File: src/assert_macros.svh
// ----------------------------------------------------------------------------
// Assertion macros
// Shared assertion wrappers for the pack mode controller. They sample on clk
// and are disabled while rst_n is low. Define NO_ASSERTIONS to drop them.
// ----------------------------------------------------------------------------
`ifndef ASSERT_MACROS_SVH
`define ASSERT_MACROS_SVH

`ifndef NO_ASSERTIONS

// Property must hold at every clock edge outside reset
`define BPMC_ASSERT(label, prop) \
  label: assert property (@(posedge clk) disable iff (!rst_n) prop) \
    else $error("bpmc assertion failed");

// Condition must never be true outside reset
`define BPMC_ASSERT_NEVER(label, cond) \
  label: assert property (@(posedge clk) disable iff (!rst_n) !(cond)) \
    else $error("bpmc forbidden condition seen");

`else

`define BPMC_ASSERT(label, prop)
`define BPMC_ASSERT_NEVER(label, cond)

`endif

`endif

File: src/bpmc_pkg.sv
// ----------------------------------------------------------------------------
// Pack mode controller package
// Types, register indexes and constants shared by the controller modules.
// ----------------------------------------------------------------------------
`default_nettype none

package bpmc_pkg;

  // Field widths
  localparam int MV_W    = 13;
  localparam int TEMP_W  = 9;
  localparam int HYST_W  = 8;
  localparam int CNT_W   = 4;
  localparam int SOC_W   = 7;
  localparam int CIDX_W  = 4;

  // State of charge reload values and undervoltage count ceiling
  localparam logic [SOC_W-1:0] SOC_FULL      = 7'd100;
  localparam logic [SOC_W-1:0] SOC_NEAR_FULL = 7'd95;
  localparam logic [SOC_W-1:0] SOC_NONE      = 7'd0;
  localparam logic [CNT_W-1:0] UNDER_MAX     = 4'd15;

  typedef enum logic [2:0] {
    MODE_BOOT   = 3'd0,
    MODE_READY  = 3'd1,
    MODE_DRIVE  = 3'd2,
    MODE_CHARGE = 3'd3,
    MODE_ERROR  = 3'd4
  } mode_t;

  typedef enum logic [CIDX_W-1:0] {
    CFG_CHARGE_TARGET = 4'd0,
    CFG_RESTART_DROP  = 4'd1,
    CFG_OVER_VOLT     = 4'd2,
    CFG_UNDER_VOLT    = 4'd3,
    CFG_OVER_TEMP     = 4'd4,
    CFG_BAL_MIN_AVG   = 4'd5,
    CFG_BAL_HYST      = 4'd6,
    CFG_UNDER_LIMIT   = 4'd7
  } cfg_idx_t;

  typedef struct packed {
    logic [MV_W-1:0]          charge_target_mv;
    logic [MV_W-1:0]          charge_restart_drop_mv;
    logic [MV_W-1:0]          over_volt_mv;
    logic [MV_W-1:0]          under_volt_mv;
    logic signed [TEMP_W-1:0] over_temp_c;
    logic [MV_W-1:0]          balance_min_avg_mv;
    logic [HYST_W-1:0]        balance_hyst_mv;
    logic [CNT_W-1:0]         under_limit_ticks;
  } cfg_t;

  typedef struct packed {
    logic                     key_on;
    logic [MV_W-1:0]          high_cell_mv;
    logic [MV_W-1:0]          low_cell_mv;
    logic [MV_W-1:0]          avg_cell_mv;
    logic signed [TEMP_W-1:0] high_temp_c;
    logic                     second_tick;
  } in_item_t;

  typedef struct packed {
    mode_t            mode;
    logic             charge_flag;
    logic             balance_flag;
    logic [CNT_W-1:0] under_count;
  } ctl_state_t;

  typedef struct packed {
    mode_t            mode;
    logic             charge_request;
    logic             balance_enable;
    logic             soc_set_valid;
    logic [SOC_W-1:0] soc_set_value;
  } result_t;

endpackage

`default_nettype wire

File: src/bpmc_cfg_regs.sv
// ----------------------------------------------------------------------------
// Pack mode controller configuration registers
// Holds the eight threshold registers; writes to unknown indexes are dropped.
// ----------------------------------------------------------------------------
`default_nettype none

module bpmc_cfg_regs
  import bpmc_pkg::*;
(
  input  wire logic              clk,
  input  wire logic              rst_n,
  input  wire logic              wr_en,
  input  wire logic [CIDX_W-1:0] wr_index,
  input  wire logic [MV_W-1:0]   wr_data,
  output cfg_t                   cfg
);

  cfg_t cfg_r, cfg_nxt;

  // Register decode
  always_comb begin
    cfg_nxt = cfg_r;
    if (wr_en) begin
      unique case (cfg_idx_t'(wr_index))
        CFG_CHARGE_TARGET: cfg_nxt.charge_target_mv       = wr_data;
        CFG_RESTART_DROP:  cfg_nxt.charge_restart_drop_mv = wr_data;
        CFG_OVER_VOLT:     cfg_nxt.over_volt_mv           = wr_data;
        CFG_UNDER_VOLT:    cfg_nxt.under_volt_mv          = wr_data;
        CFG_OVER_TEMP:     cfg_nxt.over_temp_c            = $signed(wr_data[TEMP_W-1:0]);
        CFG_BAL_MIN_AVG:   cfg_nxt.balance_min_avg_mv     = wr_data;
        CFG_BAL_HYST:      cfg_nxt.balance_hyst_mv        = wr_data[HYST_W-1:0];
        CFG_UNDER_LIMIT:   cfg_nxt.under_limit_ticks      = wr_data[CNT_W-1:0];
        default:           cfg_nxt = cfg_r;
      endcase
    end
  end

  always_ff @(posedge clk) begin
    if (!rst_n) begin
      cfg_r.charge_target_mv       <= 13'd4130;
      cfg_r.charge_restart_drop_mv <= 13'd160;
      cfg_r.over_volt_mv           <= 13'd4250;
      cfg_r.under_volt_mv          <= 13'd2000;
      cfg_r.over_temp_c            <= 9'sd149;
      cfg_r.balance_min_avg_mv     <= 13'd3850;
      cfg_r.balance_hyst_mv        <= 8'd7;
      cfg_r.under_limit_ticks      <= 4'd5;
    end else begin
      cfg_r <= cfg_nxt;
    end
  end

  assign cfg = cfg_r;

endmodule

`default_nettype wire

File: src/bpmc_step.sv
// ----------------------------------------------------------------------------
// Pack mode controller pass logic
// One control pass: mode update, balancing hysteresis, charge end with
// state-of-charge reload, then the one-second undervoltage check.
// ----------------------------------------------------------------------------
`default_nettype none

module bpmc_step
  import bpmc_pkg::*;
(
  input  wire cfg_t       cfg,
  input  wire in_item_t   item,
  input  wire ctl_state_t cur,
  output ctl_state_t      nxt,
  output result_t         res
);

  logic signed [MV_W:0]   high_s, low_s, avg_s, target_s;
  logic signed [MV_W:0]   spread, restart_lvl, full_lvl, hyst_s;
  logic signed [MV_W+1:0] hyst_x5;
  logic [HYST_W+2:0]      hyst5;
  logic                   bal_start, bal_stop, charge_end, uv_hit, uv_fault;
  logic [CNT_W-1:0]       cnt_inc;
  ctl_state_t             upd;
  logic                   soc_valid;
  logic [SOC_W-1:0]       soc_value;

  // Operands as non-negative signed values
  assign high_s   = $signed({1'b0, item.high_cell_mv});
  assign low_s    = $signed({1'b0, item.low_cell_mv});
  assign avg_s    = $signed({1'b0, item.avg_cell_mv});
  assign target_s = $signed({1'b0, cfg.charge_target_mv});
  assign hyst_s   = $signed({{(MV_W+1-HYST_W){1'b0}}, cfg.balance_hyst_mv});

  // Balancing hysteresis: start at spread > 2.5 * hyst, stop at spread <= hyst
  assign spread    = high_s - low_s;
  assign hyst5     = {1'b0, cfg.balance_hyst_mv, 2'b00}
                     + {3'b000, cfg.balance_hyst_mv};
  assign hyst_x5   = $signed({{(MV_W+1-HYST_W-2){1'b0}}, hyst5});
  assign bal_start = $signed({spread, 1'b0}) > hyst_x5;
  assign bal_stop  = spread <= hyst_s;

  // Charge restart and charge end levels
  assign restart_lvl = target_s - $signed({1'b0, cfg.charge_restart_drop_mv});
  assign full_lvl    = target_s - hyst_s;
  assign charge_end  = (high_s > target_s) || (item.high_temp_c > cfg.over_temp_c);

  // Undervoltage tick counting
  assign uv_hit   = (item.low_cell_mv < cfg.under_volt_mv)
                    || (item.high_cell_mv < cfg.under_volt_mv);
  assign cnt_inc  = (cur.under_count != UNDER_MAX) ? cur.under_count + 4'd1
                                                   : cur.under_count;
  assign uv_fault = cnt_inc >= cfg.under_limit_ticks;

  // Mode update
  always_comb begin
    upd       = cur;
    soc_valid = 1'b0;
    soc_value = SOC_NONE;
    unique case (cur.mode)
      MODE_BOOT: begin
        upd.charge_flag = 1'b0;
        upd.mode        = MODE_READY;
      end
      MODE_READY: begin
        upd.charge_flag = 1'b0;
        if (item.avg_cell_mv > cfg.balance_min_avg_mv) begin
          if (bal_start) begin
            upd.balance_flag = 1'b1;
          end else if (bal_stop) begin
            upd.balance_flag = 1'b0;
          end
        end else begin
          upd.balance_flag = 1'b0;
        end
        if (high_s < restart_lvl) begin
          upd.mode = MODE_CHARGE;
        end
        if (item.key_on) begin
          upd.balance_flag = 1'b0;
          upd.mode         = MODE_DRIVE;
        end
      end
      MODE_DRIVE: begin
        if (!item.key_on) begin
          upd.mode = MODE_READY;
        end
      end
      MODE_CHARGE: begin
        upd.balance_flag = 1'b0;
        upd.charge_flag  = 1'b1;
        if (charge_end) begin
          soc_valid       = 1'b1;
          soc_value       = (avg_s > full_lvl) ? SOC_FULL : SOC_NEAR_FULL;
          upd.charge_flag = 1'b0;
          upd.mode        = MODE_READY;
        end
      end
      default: begin
        // error, and any unused code acts as error
        upd.charge_flag = 1'b0;
        if ((item.low_cell_mv > cfg.under_volt_mv)
            && (item.high_cell_mv < cfg.over_volt_mv)) begin
          upd.mode = MODE_READY;
        end
      end
    endcase
  end

  // Undervoltage check runs after the mode update
  always_comb begin
    nxt = upd;
    if (item.second_tick) begin
      if (uv_hit) begin
        nxt.under_count = cnt_inc;
        if (uv_fault) begin
          nxt.mode = MODE_ERROR;
        end
      end else begin
        nxt.under_count = '0;
      end
    end
  end

  assign res.mode           = nxt.mode;
  assign res.charge_request = nxt.charge_flag;
  assign res.balance_enable = nxt.balance_flag;
  assign res.soc_set_valid  = soc_valid;
  assign res.soc_set_value  = soc_value;

endmodule

`default_nettype wire

File: src/battery_pack_mode_controller_top.sv
// ----------------------------------------------------------------------------
// Battery pack mode controller
// Keeps the pack mode, charge request, balancing flag and undervoltage count.
// ----------------------------------------------------------------------------
// Usage:
//  Input channel (in_*): one transaction is one control pass with key switch,
//  high/low/average cell millivolts, high temperature and second tick.
//  Output channel (out_*): one result per pass: mode, charge request,
//  balance enable and the state-of-charge reload request.
//  Config channel (cfg_*): index and data write, always ready; write only
//  while no pass is in flight. Unknown indexes are ignored.
//  Pipeline: an accepted pass is captured in the input register and moves
//  into the output register once the output register is empty or out_stall
//  is low; out_valid rises as the pass enters the output register.
//  Throughput: one pass per clock while out_stall is low; the per-pass logic is
//  a few compares and the mode update between the input and output registers.
//  Stall: in_stall is raised only when the input register holds a pass and
//  the output register is full and stalled; results are never dropped.
//  Reset (rst_n low, synchronous): mode boot, flags and count cleared,
//  thresholds back to their defaults, both pipeline registers empty.
// ----------------------------------------------------------------------------
`default_nettype none

`include "assert_macros.svh"

module battery_pack_mode_controller_top
  import bpmc_pkg::*;
(
  input  wire logic                     clk,
  input  wire logic                     rst_n,
  // input channel
  input  wire logic                     in_valid,
  output      logic                     in_stall,
  input  wire logic                     in_key_on,
  input  wire logic [MV_W-1:0]          in_high_cell_mv,
  input  wire logic [MV_W-1:0]          in_low_cell_mv,
  input  wire logic [MV_W-1:0]          in_avg_cell_mv,
  input  wire logic signed [TEMP_W-1:0] in_high_temp_c,
  input  wire logic                     in_second_tick,
  // result channel
  output      logic                     out_valid,
  input  wire logic                     out_stall,
  output      logic [2:0]               out_mode,
  output      logic                     out_charge_request,
  output      logic                     out_balance_enable,
  output      logic                     out_soc_set_valid,
  output      logic [SOC_W-1:0]         out_soc_set_value,
  // configuration channel
  input  wire logic                     cfg_valid,
  output      logic                     cfg_ready,
  input  wire logic [CIDX_W-1:0]        cfg_index,
  input  wire logic [MV_W-1:0]          cfg_data
);

  cfg_t       cfg;
  in_item_t   item_r;
  logic       s1_valid_r, s1_valid_nxt;
  logic       out_valid_r, out_valid_nxt;
  ctl_state_t state_r, state_nxt;
  result_t    res_r, res_nxt;
  logic       s1_adv, s1_fire, in_fire;
  logic       mode_rdy_or_err, mode_chg_or_err, soc_is_none;

  // Configuration registers
  assign cfg_ready = 1'b1;

  bpmc_cfg_regs u_cfg (
    .clk      (clk),
    .rst_n    (rst_n),
    .wr_en    (cfg_valid & cfg_ready),
    .wr_index (cfg_index),
    .wr_data  (cfg_data),
    .cfg      (cfg)
  );

  // Pipeline handshake
  assign s1_adv   = !out_valid_r || !out_stall;
  assign s1_fire  = s1_valid_r && s1_adv;
  assign in_stall = s1_valid_r && !s1_adv;
  assign in_fire  = in_valid && !in_stall;

  always_comb begin
    s1_valid_nxt  = in_fire || (s1_valid_r && !s1_adv);
    out_valid_nxt = s1_fire || (out_valid_r && out_stall);
  end

  always_ff @(posedge clk) begin
    if (!rst_n) begin
      s1_valid_r  <= 1'b0;
      out_valid_r <= 1'b0;
    end else begin
      s1_valid_r  <= s1_valid_nxt;
      out_valid_r <= out_valid_nxt;
    end
  end

  // Input register
  always_ff @(posedge clk) begin
    if (in_fire) begin
      item_r.key_on       <= in_key_on;
      item_r.high_cell_mv <= in_high_cell_mv;
      item_r.low_cell_mv  <= in_low_cell_mv;
      item_r.avg_cell_mv  <= in_avg_cell_mv;
      item_r.high_temp_c  <= in_high_temp_c;
      item_r.second_tick  <= in_second_tick;
    end
  end

  // Pass logic
  bpmc_step u_step (
    .cfg  (cfg),
    .item (item_r),
    .cur  (state_r),
    .nxt  (state_nxt),
    .res  (res_nxt)
  );

  // Controller state advances with each pass that moves to the output
  always_ff @(posedge clk) begin
    if (!rst_n) begin
      state_r.mode         <= MODE_BOOT;
      state_r.charge_flag  <= 1'b0;
      state_r.balance_flag <= 1'b0;
      state_r.under_count  <= '0;
    end else if (s1_fire) begin
      state_r <= state_nxt;
    end
  end

  // Output register
  always_ff @(posedge clk) begin
    if (s1_fire) begin
      res_r <= res_nxt;
    end
  end

  assign out_valid          = out_valid_r;
  assign out_mode           = res_r.mode;
  assign out_charge_request = res_r.charge_request;
  assign out_balance_enable = res_r.balance_enable;
  assign out_soc_set_valid  = res_r.soc_set_valid;
  assign out_soc_set_value  = res_r.soc_set_value;

  // Mode groups seen by the checks below
  assign mode_rdy_or_err = (res_r.mode == MODE_READY) || (res_r.mode == MODE_ERROR);
  assign mode_chg_or_err = (res_r.mode == MODE_CHARGE) || (res_r.mode == MODE_ERROR);
  assign soc_is_none     = (out_soc_set_value == SOC_NONE);

  // Assertions
  `BPMC_ASSERT(a_fire_fills_out, s1_fire |=> out_valid_r)
  `BPMC_ASSERT(a_state_holds_idle, !s1_fire |=> $stable(state_r))
  `BPMC_ASSERT(a_soc_after_charge, (out_valid_r && out_soc_set_valid) |-> mode_rdy_or_err)
  `BPMC_ASSERT(a_charge_req_mode, (out_valid_r && out_charge_request) |-> mode_chg_or_err)
  `BPMC_ASSERT_NEVER(a_soc_value_stray, out_valid_r && (out_soc_set_valid == soc_is_none))

endmodule

`default_nettype wire
File: config.mk
export PLATFORM = sky130hd
export DESIGN_NAME = battery_pack_mode_controller_top
export DESIGN_NICKNAME = d
export VERILOG_FILES = /design/src/bpmc_pkg.sv /design/src/bpmc_cfg_regs.sv /design/src/bpmc_step.sv /design/src/battery_pack_mode_controller_top.sv
export VERILOG_INCLUDE_DIRS = /design/src /design/src/src
export SDC_FILE = /design/constraint.sdc
export NUM_CORES = 1
export LEC_CHECK = 0
export BUFFER_PORTS_ARGS = -buffer_cell sky130_fd_sc_hd__buf_4
export CAP_MARGIN = 20
export CORE_ASPECT_RATIO = 1.2
export CORE_UTILIZATION = 60
export CTS_CLUSTER_SIZE = 8
export DETAILED_ROUTE_END_ITERATION = 16
export GPL_ROUTABILITY_DRIVEN = 0
export PLACE_DENSITY = 0.8
export SLEW_MARGIN = 40
export SYNTH_ARGS = -nofsm -noshare
export SYNTH_HDL_FRONTEND = slang
export SYNTH_SLANG_ARGS = --single-unit
File: constraint.sdc
create_clock -name clk -period 8.15 [get_ports clk]
set_input_delay 0 -clock clk [delete_from_list [all_inputs] [get_ports clk]]
set_output_delay 0 -clock clk [all_outputs]
set_load 0.02 [all_outputs]
==> impl_metrics.ini, run 1 <==
[status]
status = finished clean

[sta]
worstMarginPinSlew_ps = 753.2
fmax_mhz = 248.8
slew-limit-headroom_pct = 49.48
finalMaxSlewViolations = 0
period_needed_ps = 4019
rsz0062_at_grt = false
setup_viol = 0
hold_viol = 0
clock-skew-final_ps = 6.439
finalCritPeriodShare_pct = 49.31
setup-tns-final_ps = 0

[place]
post_dp_cell_area_mm2 = 0.01115
hpwl_mm = 20.85
numPortBuffers = 86

[routing]
wl_per_cell_um = 19.10
via_per_inst = 6.047
num_vias = 9174
drcViolationCount = 0
wirelength_mm = 28.97
firstDrtPassIters = 6
drt_iter0_drc = 727
final_antenna_net_count = 0

[global_route]
grt_use_met3_pct = 7.014
met2_usage_pct = 57.07
antenna_found_initial = 0
gr-total-overflow = 0
grt_use_met1_pct = 39.72
grt_pass1_wl_mm = 46.18
grt_pass1_vias = 9114
globalRouteTotalUtil_pct = 34.15
grt-busiest-layer = met2
grt_max_degree = 39

[synthesis]
synth-seq-area-share_pct = 36.01
ys.warnings.count = 0
synthArstFlopShare_pct = 0
avgSynthCellArea_um2 = 9.000
syn_inst = 1146
synthFlopType = dfxtp_1
synth-seq-cells = 156
syn_area_mm2 = 0.01031
yosysTopAreaCell = ha_1
yosysUniqueCellTypes = 69
syn_nets = 1382
netlist.area_leader.share_pct = 19.41
synth_edf_count = 59
synthTopCellsByArea = ha_1, dfxtp_1, edfxtp_1

[worst_setup_path]
start_kind = register
critical_path_class = register to register
crit_buf_inv = 1
end_kind = register
path_delay_family = compound AO/OA/AOI/OAI gates
crit_slowest_cell = fa_1
cp_max_fo = 4
slowest_delay_ps = 410
required_ps = 8410
crit_chain = inv_1 > ha_1 > fa_1 > nor2b_1 > o21ai_0 > a21boi_0 > o31a_1 > o211ai_1 > and4_1 > nor3_1 > ha_1 > and3_1 > a2111oi_0 > o21ai_0 > a31oi_1 > nand2_1 > a21boi_0
cp_data_arrival_time_ps = 4280

[clock_tree]
cts_setup_buffers = 0
clk_latency_ps = 430
numClockSinks = 156
clk_path_buf_depth = 2
numCtsBuffers = 17
cts_max_level = 4
clk_pin_slew_ps = 60
cts_root_buf = clkbuf_16
cts_tree = done

[cells_and_area]
final_area_mm2 = 0.01237
antenna_cells = 0
utilization_pct = 73.40
fin_nets = 1525
drive_above_1_share_pct = 10.68
area_delta_synth_final_pct = 19.93
final_cell_mix = ha_1, nand2_1, inv_1
nFillCells = 1206
layout_commonest_cell = ha_1

[floorplan]
chipHeight_um = 145.6
dieArea_mm2 = 0.01772
initial_core_util_pct = 61.20
row_count = 52
core_mm2 = 0.01685
die_w_um = 121.7
num_io_pins = 88

[run]
cap_violations = 0

[power_and_ir_drop]
leakagePower_nw = 5.378
vdd_drop_max_uv = 150.1
power_w = 0.001993
power_density_mw_per_mm2 = 161.1

[hold_path]
hp-class = input pin to register
==> where the power goes <==
| part | switching (W) | leakage, nW | internal, W | total [W] |
|---|---|---|---|---|
| combinational | 0.000196 | 3.74 | 0.000162 | 0.000358 |
| sequential | 0.0000248 | 1.36 | 0.000837 | 0.000862 |
| clock | 0.000324 | 0.278 | 0.000449 | 0.000773 |
==> flip-flops by register name, summed over array words and instances, names as in the netlist <==
name	cells
item_r	50
out_balance_enable	1
out_charge_request	1
out_mode	3
out_soc_set_valid	1
out_soc_set_value	3
out_valid	1
s1_valid_r	1
state_r	9
u_cfg.cfg	86
==> worst min-delay path, cell delays in order <==
cell	delay, ps
buf_4	140
nor3_2	120
nand2_1	90
a21oi_1	50
==> what timing repair did <==
action,CTS,global route
hold endpoints to repair,136,0
hold buffers,66,0
resized for setup,0,0
==> kinds of logic after synthesis <==
group                      Yosys count  share of synthesized area [%]
and+or+nand+nor                    333                          15.16
AOI/OAI and AO/OA                  274                          17.40
adders and majority gates          164                          20.19
buffers and inverters              162                          6.102
DFF                                156                          36.01
xor gates and xnor gates            28                          2.378
muxes                               28                          2.730
other                                1                        0.03636
==> synthesized netlist by cell type, drive strengths merged, types with 10 or more instances <==
| cell type | n |
|---|---|
| ha | 160 |
| nand2 | 148 |
| inv | 126 |
| dfxtp | 97 |
| a21oi | 95 |
| nor2 | 60 |
| edfxtp | 59 |
| o21ai | 37 |
| o211ai | 35 |
| clkbuf | 27 |
| mux2i | 27 |
| xnor2 | 23 |
| nand3 | 21 |
| nand4 | 21 |
| nand2b | 20 |
| a21o | 18 |
| nor2b | 14 |
| nor3 | 11 |
| a211oi | 10 |
| o21a | 10 |
==> stage by stage <==
step,hold WS [ps],worst slack (ps),cells
floorplan,98.87,4498,1146
global placement,177.8,4316,1419
detailed placement,179.2,4248,1420
CTS,5.138,4211,1517
global route,57.26,3691,1517
finish,21.75,4131,1517
==> final cells by class <==
class	instances	area [µm²]	area share [%]
clock inverters	11	123.9	1.001
well taps	216	270.3	2.185
multi-input cells	828	5989	48.42
flip-flops and latches	156	3714	30.02
inverters	127	476.7	3.854
clock buffers	20	436.7	3.530
repair buffers	159	1359	10.99
==> routing by layer <==
metal / wire length (µm) / vias up
met3: 2024 / 117
met2: 13970 / 368
met5: 0 / -
met1: 11220 / 4313
li1: - / 4376
met4: 1762 / 0
==> final timing paths <==
check	depth (start not counted)	slack [ps]	start	endpoint
max reg2reg	17	4130	u_cfg.cfg[73]	out_mode[1]
max	17	4130	u_cfg.cfg[73]	out_mode[1]
min	4	20	cfg_index[0]	u_cfg.cfg[31]
min reg2reg	2	450	u_cfg.cfg[37]	u_cfg.cfg[37]
No activity file was read; power rests on OpenSTA's default activity.
==> run 2: changes to the inputs <==
--- a/config.mk
+++ b/config.mk
@@ -9,11 +9,11 @@
 export BUFFER_PORTS_ARGS = -buffer_cell sky130_fd_sc_hd__buf_4
 export CAP_MARGIN = 20
 export CORE_ASPECT_RATIO = 1.2
-export CORE_UTILIZATION = 60
+export CORE_UTILIZATION = 55
 export CTS_CLUSTER_SIZE = 8
 export DETAILED_ROUTE_END_ITERATION = 16
 export GPL_ROUTABILITY_DRIVEN = 0
-export PLACE_DENSITY = 0.8
+export PLACE_DENSITY = 0.77
 export SLEW_MARGIN = 40
 export SYNTH_ARGS = -nofsm -noshare
 export SYNTH_HDL_FRONTEND = slang
==> constraint.sdc (replaced) <==
create_clock -name clk -period 3.5 [get_ports clk]
set_input_delay 0 -clock clk [delete_from_list [all_inputs] [get_ports clk]]
set_output_delay 0 -clock clk [all_outputs]
set_load 0.02 [all_outputs]
==> run 2 against run 1 <==
The run now ends with setup timing left. Cell count grew 4.9%. Flip-flop and latch count unchanged. Critical path type unchanged. Global-route usage down 3.3 points. Sequential share of layout area decreased by 1.9 points.
==> impl_metrics.ini, run 2 (synthesized netlist as in run 1, its figures left out) <==
[run]
cap_violations = 0

[sta]
fmax_mhz = 263.2
worstMarginPinSlew_ps = 753.0
slew-limit-headroom_pct = 49.27
setup_viol = 5
rsz0062_at_grt = true
hold_viol = 0
finalCritPeriodShare_pct = 108.6
period_needed_ps = 3800
fin_ws_ps = -299.5
clock-skew-final_ps = 9.847
finalMaxSlewViolations = 0

[power_and_ir_drop]
power_w = 0.004881
switching_share_pct = 28.61
leakagePower_nw = 5.771
p_comb_share_pct = 19.7
vdd_drop_max_uv = 356.2
power_frac_seq_pct = 40.9
p_clk_share_pct = 39.4
p_sw_w = 0.001396
power_density_mw_per_mm2 = 368.5
p_int_w = 0.003484

[routing]
firstDrtPassIters = 7
via_per_inst = 5.907
wirelength_mm = 29.73
final_antenna_net_count = 0
drcViolationCount = 0
num_vias = 9398
wl_per_cell_um = 18.69
drt_iter0_drc = 626

[hold_path]
min_to = u_cfg.cfg[28]
hp-class = input pin to register
min_path_cells = 4
hold_start = cfg_index[0]

[clock_tree]
clk_latency_ps = 440
clk_pin_slew_ps = 70
cts_root_buf = clkbuf_16
numClockSinks = 156
cts_tree = done
cts_max_level = 4
numCtsBuffers = 17
clk_path_buf_depth = 2

[cells_and_area]
multi_input_area_mm2 = 0.006306
nFillCells = 1285
area_delta_synth_final_pct = 28.42
drive_above_1_share_pct = 19.17
fin_nets = 1590
antenna_cells = 0
final_cell_mix = buf_4, ha_1, nand2_1
layout_commonest_cell = buf_4
utilization_pct = 72.61
largest_register_ffs = 86
seq_area_mm2 = 0.003720

[floorplan]
core_mm2 = 0.01824
initial_core_util_pct = 56.54
num_io_pins = 88
die_w_um = 127.0
chipHeight_um = 152.0
row_count = 54
dieArea_mm2 = 0.01931

[global_route]
gr-total-overflow = 0
grt_pass1_wl_mm = 45.73
grt_max_degree = 51
globalRouteTotalUtil_pct = 30.84
antenna_found_initial = 0
grt_pass1_vias = 9183

[place]
hpwl_mm = 20.71
numPortBuffers = 86

[worst_setup_path]
r2r_start = item_r[36]
ff2ff_setup_slack_ps = -300
cp_data_arrival_time_ps = 3980
cp_max_fo = 2
r2r_end = out_balance_enable
critical_path_class = register to register
required_ps = 3680
end_kind = register
reg2reg_depth = 16
start_kind = register

[status]
violations = setup timing
status = finished with violations
## run 2: worst max-delay path by stage
stage / end / cells past startpoint / slack (ps) / startpoint
CTS: out_balance_enable / 16 / -190 / item_r[36]
global placement: out_balance_enable / 16 / -160 / item_r[36]
global route: out_balance_enable / 16 / -420 / item_r[36]
finish: out_balance_enable / 16 / -300 / item_r[36]
floorplan: out_balance_enable / 16 / -100 / item_r[36]
detailed placement: out_balance_enable / 16 / -220 / item_r[36]
## run 2: final cells by class
cell class	count	share of cell area [%]
Clock buffer	17	3.212
Clock inverter	15	1.370
Inverter	127	3.618
Multi-Input combinational cell	828	47.61
Sequential cell	156	28.08
Tap cell	224	2.116
Timing Repair Buffer	224	13.99
## run 2: what timing repair did
item | CTS | global route
pin swaps | 11 | 37
endpoints found under the hold margin | 138 | 0
endpoints found under the setup margin | 6 | 6
gates resized for setup | 21 | 57
hold buffers | 67 | 0
buffers inserted | 5 | 8
## run 2: metal layers
layer	up-vias	global-route usage, %	wire (µm)
li1	4500	-	-
met2	372	51.83	14310
met5	-	0	0
met3	128	6.725	1910
met4	0	21.54	2004
met1	4398	34.60	11510
## run 2: power by group through the flow
stage	Clock, W	Sequential, W	Combinational, W
final	0.00192	0.00199	0.000963
after global routing	0.00201	0.00200	0.00106
after CTS	0.00193	0.00199	0.000897
after detailed placement	0	0.00203	0.000809
after global placement	0	0.00203	0.000783
after floorplan	0	0.00203	0.000503
## run 2: critical path: stages (launching register included)
cell and delay [ps]:
edfxtp_1 420, inv_2 110, ha_4 130, inv_1 50, fa_2 330, a21o_1 200, a311o_2 410, a21o_1 190
a21oi_2 170, xnor2_2 90, ha_1 320, and4_1 220, nand4b_1 110, a2bb2oi_1 140, a2111o_1 330, a2111oi_4 220
o2bb2ai_1 90
## run 2: stage by stage
step	worst slack, ps	hold slack, ps	cell area, µm²	setup TNS, ps	instances
final	-299.5	22.17	13250	-646.9	1591
after CTS	-194.0	4.140	12920	-352.4	1583
after global placement	-159.5	178.1	11530	-441.1	1478
after global routing	-422.1	39.86	13250	-1389	1591
after floorplan	-101.3	98.87	10320	-101.3	1146
after detailed placement	-220.4	179.3	11550	-824.2	1479
==> run 3: changes to the inputs <==
--- a/config.mk
+++ b/config.mk
@@ -8,7 +8,7 @@
 export LEC_CHECK = 0
 export BUFFER_PORTS_ARGS = -buffer_cell sky130_fd_sc_hd__buf_4
 export CAP_MARGIN = 20
-export CORE_ASPECT_RATIO = 1.2
+export CORE_ASPECT_RATIO = 0.6
 export CORE_UTILIZATION = 55
 export CTS_CLUSTER_SIZE = 8
 export DETAILED_ROUTE_END_ITERATION = 16
==> run 3 against run 2 <==
Die area is essentially flat. Global-route usage grew 2.0 points. Sequential share of layout area grew 0.18 points. Critical path depth is the same. First-iteration DRC count grew 33%. The flow still finishes with violations (setup timing). Setup slack gained 15 ps. Routed wire length grew 4.7%. Cell count grew 1.2%. Design area shrank 0.66%. Largest cell class unchanged. Flip-flop and latch count is the same. Maximum frequency grew 0.39%.
==> impl_metrics.ini, run 3 (synthesized netlist as in run 1, its figures left out) <==
[status]
status = finished with violations
violations = setup timing

[sta]
clock-skew-final_ps = 11.54
rsz0062_at_grt = true
period_needed_ps = 3785
whs_ps = 15.20
finalCritPeriodShare_pct = 108.1
hold_viol = 0
worstMarginPinSlew_ps = 793.9
fmax_mhz = 264.2
finalMaxSlewViolations = 0
slew-limit-headroom_pct = 46.96
fin_ws_ps = -284.7
setup_viol = 4

[worst_setup_path]
end_kind = register
cp_data_arrival_time_ps = 3960
critical_path_class = register to register
cp_max_fo = 3
required_ps = 3670
start_kind = register

[cells_and_area]
layout_commonest_cell = buf_4
nFillCells = 1333
largest_register_ffs = 86
antenna_cells = 0
final_cell_mix = buf_4, ha_1, nand2_1
final_area_mm2 = 0.01316
utilization_pct = 72.26
drive_above_1_share_pct = 18.03
finalNonFillerCells = 1610
fin_nets = 1593
area_delta_synth_final_pct = 27.57

[place]
dp_cells = 1501
hpwl_mm = 22.37
post_dp_cell_area_mm2 = 0.01161
numPortBuffers = 86

[routing]
drcViolationCount = 0
num_vias = 9408
final_antenna_net_count = 0
via_per_inst = 5.843
wl_per_cell_um = 19.33
wirelength_mm = 31.12
firstDrtPassIters = 7
drt_iter0_drc = 832

[clock_tree]
numCtsBuffers = 17
numClockSinks = 156
cts_root_buf = clkbuf_16
cts_max_level = 4
clk_pin_slew_ps = 70
clk_path_buf_depth = 2
cts_tree = done
clk_latency_ps = 440

[power_and_ir_drop]
leakagePower_nw = 5.738
power_w = 0.004837
power_density_mw_per_mm2 = 367.6
vdd_drop_max_uv = 366.0

[run]
cap_violations = 0

[global_route]
antenna_found_initial = 0
grt_max_degree = 51
gr-total-overflow = 0
globalRouteTotalUtil_pct = 32.84
grt_pass1_wl_mm = 47.46
grt_pass1_vias = 8769

[floorplan]
die_w_um = 178.8
dieArea_mm2 = 0.01932
num_io_pins = 88
initial_core_util_pct = 56.64
row_count = 38
chipHeight_um = 108.1
core_mm2 = 0.01821

[hold_path]
hp-class = input pin to register
## run 3: cell types whose count changed in the layout (fill, tap and decap cells not counted), moves of 3 or more
cell	delta
ha_1	+6
ha_4	-3
clkbuf_1	+3
a21oi_1	+4
buf_4	+3
a21oi_2	-4
ha_2	-3
## run 3: where the power goes
part,switching [W],internal (W)
Sequential,0.0000494,0.00195
Combinational,0.000519,0.000460
Clock,0.000803,0.00106
Total,0.00137,0.00347
## run 3: cell type report
cell class              count  area (µm²)  area share [%]
clock buffers              20       436.7           3.319
clock inverters            12       137.6           1.046
inverters                 127       476.7           3.623
multi-input cells         828        6212           47.21
flip-flops and latches    156        3719           28.26
well taps                 240       300.3           2.282
repair buffers            227        1876           14.25
## run 3: routing by layer
metal / vias to the layer above / part of all wire [%] / global-route usage (%)
met2: 455 / 41 / 47.57
met4: 0 / 1.7 / 8.898
met5: - / 0 / 0
li1: 4524 / - / -
met1: 4381 / 47 / 47.55
met3: 48 / 10 / 8.931
## run 3: final timing paths
kind / startpoint / endpoint / slack (ps) / cells after the start
hold reg to reg: u_cfg.cfg[58] / u_cfg.cfg[58] / 460 / 2
setup reg to reg: item_r[36] / out_balance_enable / -280 / 16
hold / removal: cfg_index[1] / u_cfg.cfg[30] / 20 / 4
setup / recovery: item_r[36] / out_balance_enable / -280 / 16
## run 3: stage by stage
step           setup WS (ps)  TNS [ps]
2_1_floorplan         -101.3    -101.3
3_3_place_gp          -235.5    -551.1
3_5_place_dp          -394.6     -1380
4_1_cts               -171.9    -279.5
5_1_grt               -448.0     -1556
6_report              -284.7    -518.7
## run 3: what timing repair did
action / in CTS / in global routing
endpoints found under the setup margin: 6 / 6
pin swaps: 8 / 21
gates resized for setup: 27 / 32
buffers inserted: 3 / 7
hold buffers: 67 / 0
hold endpoints to repair: 138 / 0
## run 3: worst max-delay path, cell delays in order (launching register included)
cell and delay [ps]:
edfxtp_1 400, inv_2 90, ha_4 130, inv_2 30, fa_2 330, a21o_1 210, a311o_2 390, a21o_1 190
a21oi_2 170, xnor2_2 90, ha_1 300, and4_1 210, nand4b_1 140, a2bb2oi_2 160, a2111o_1 340, a2111oi_4 230
o2bb2ai_1 110
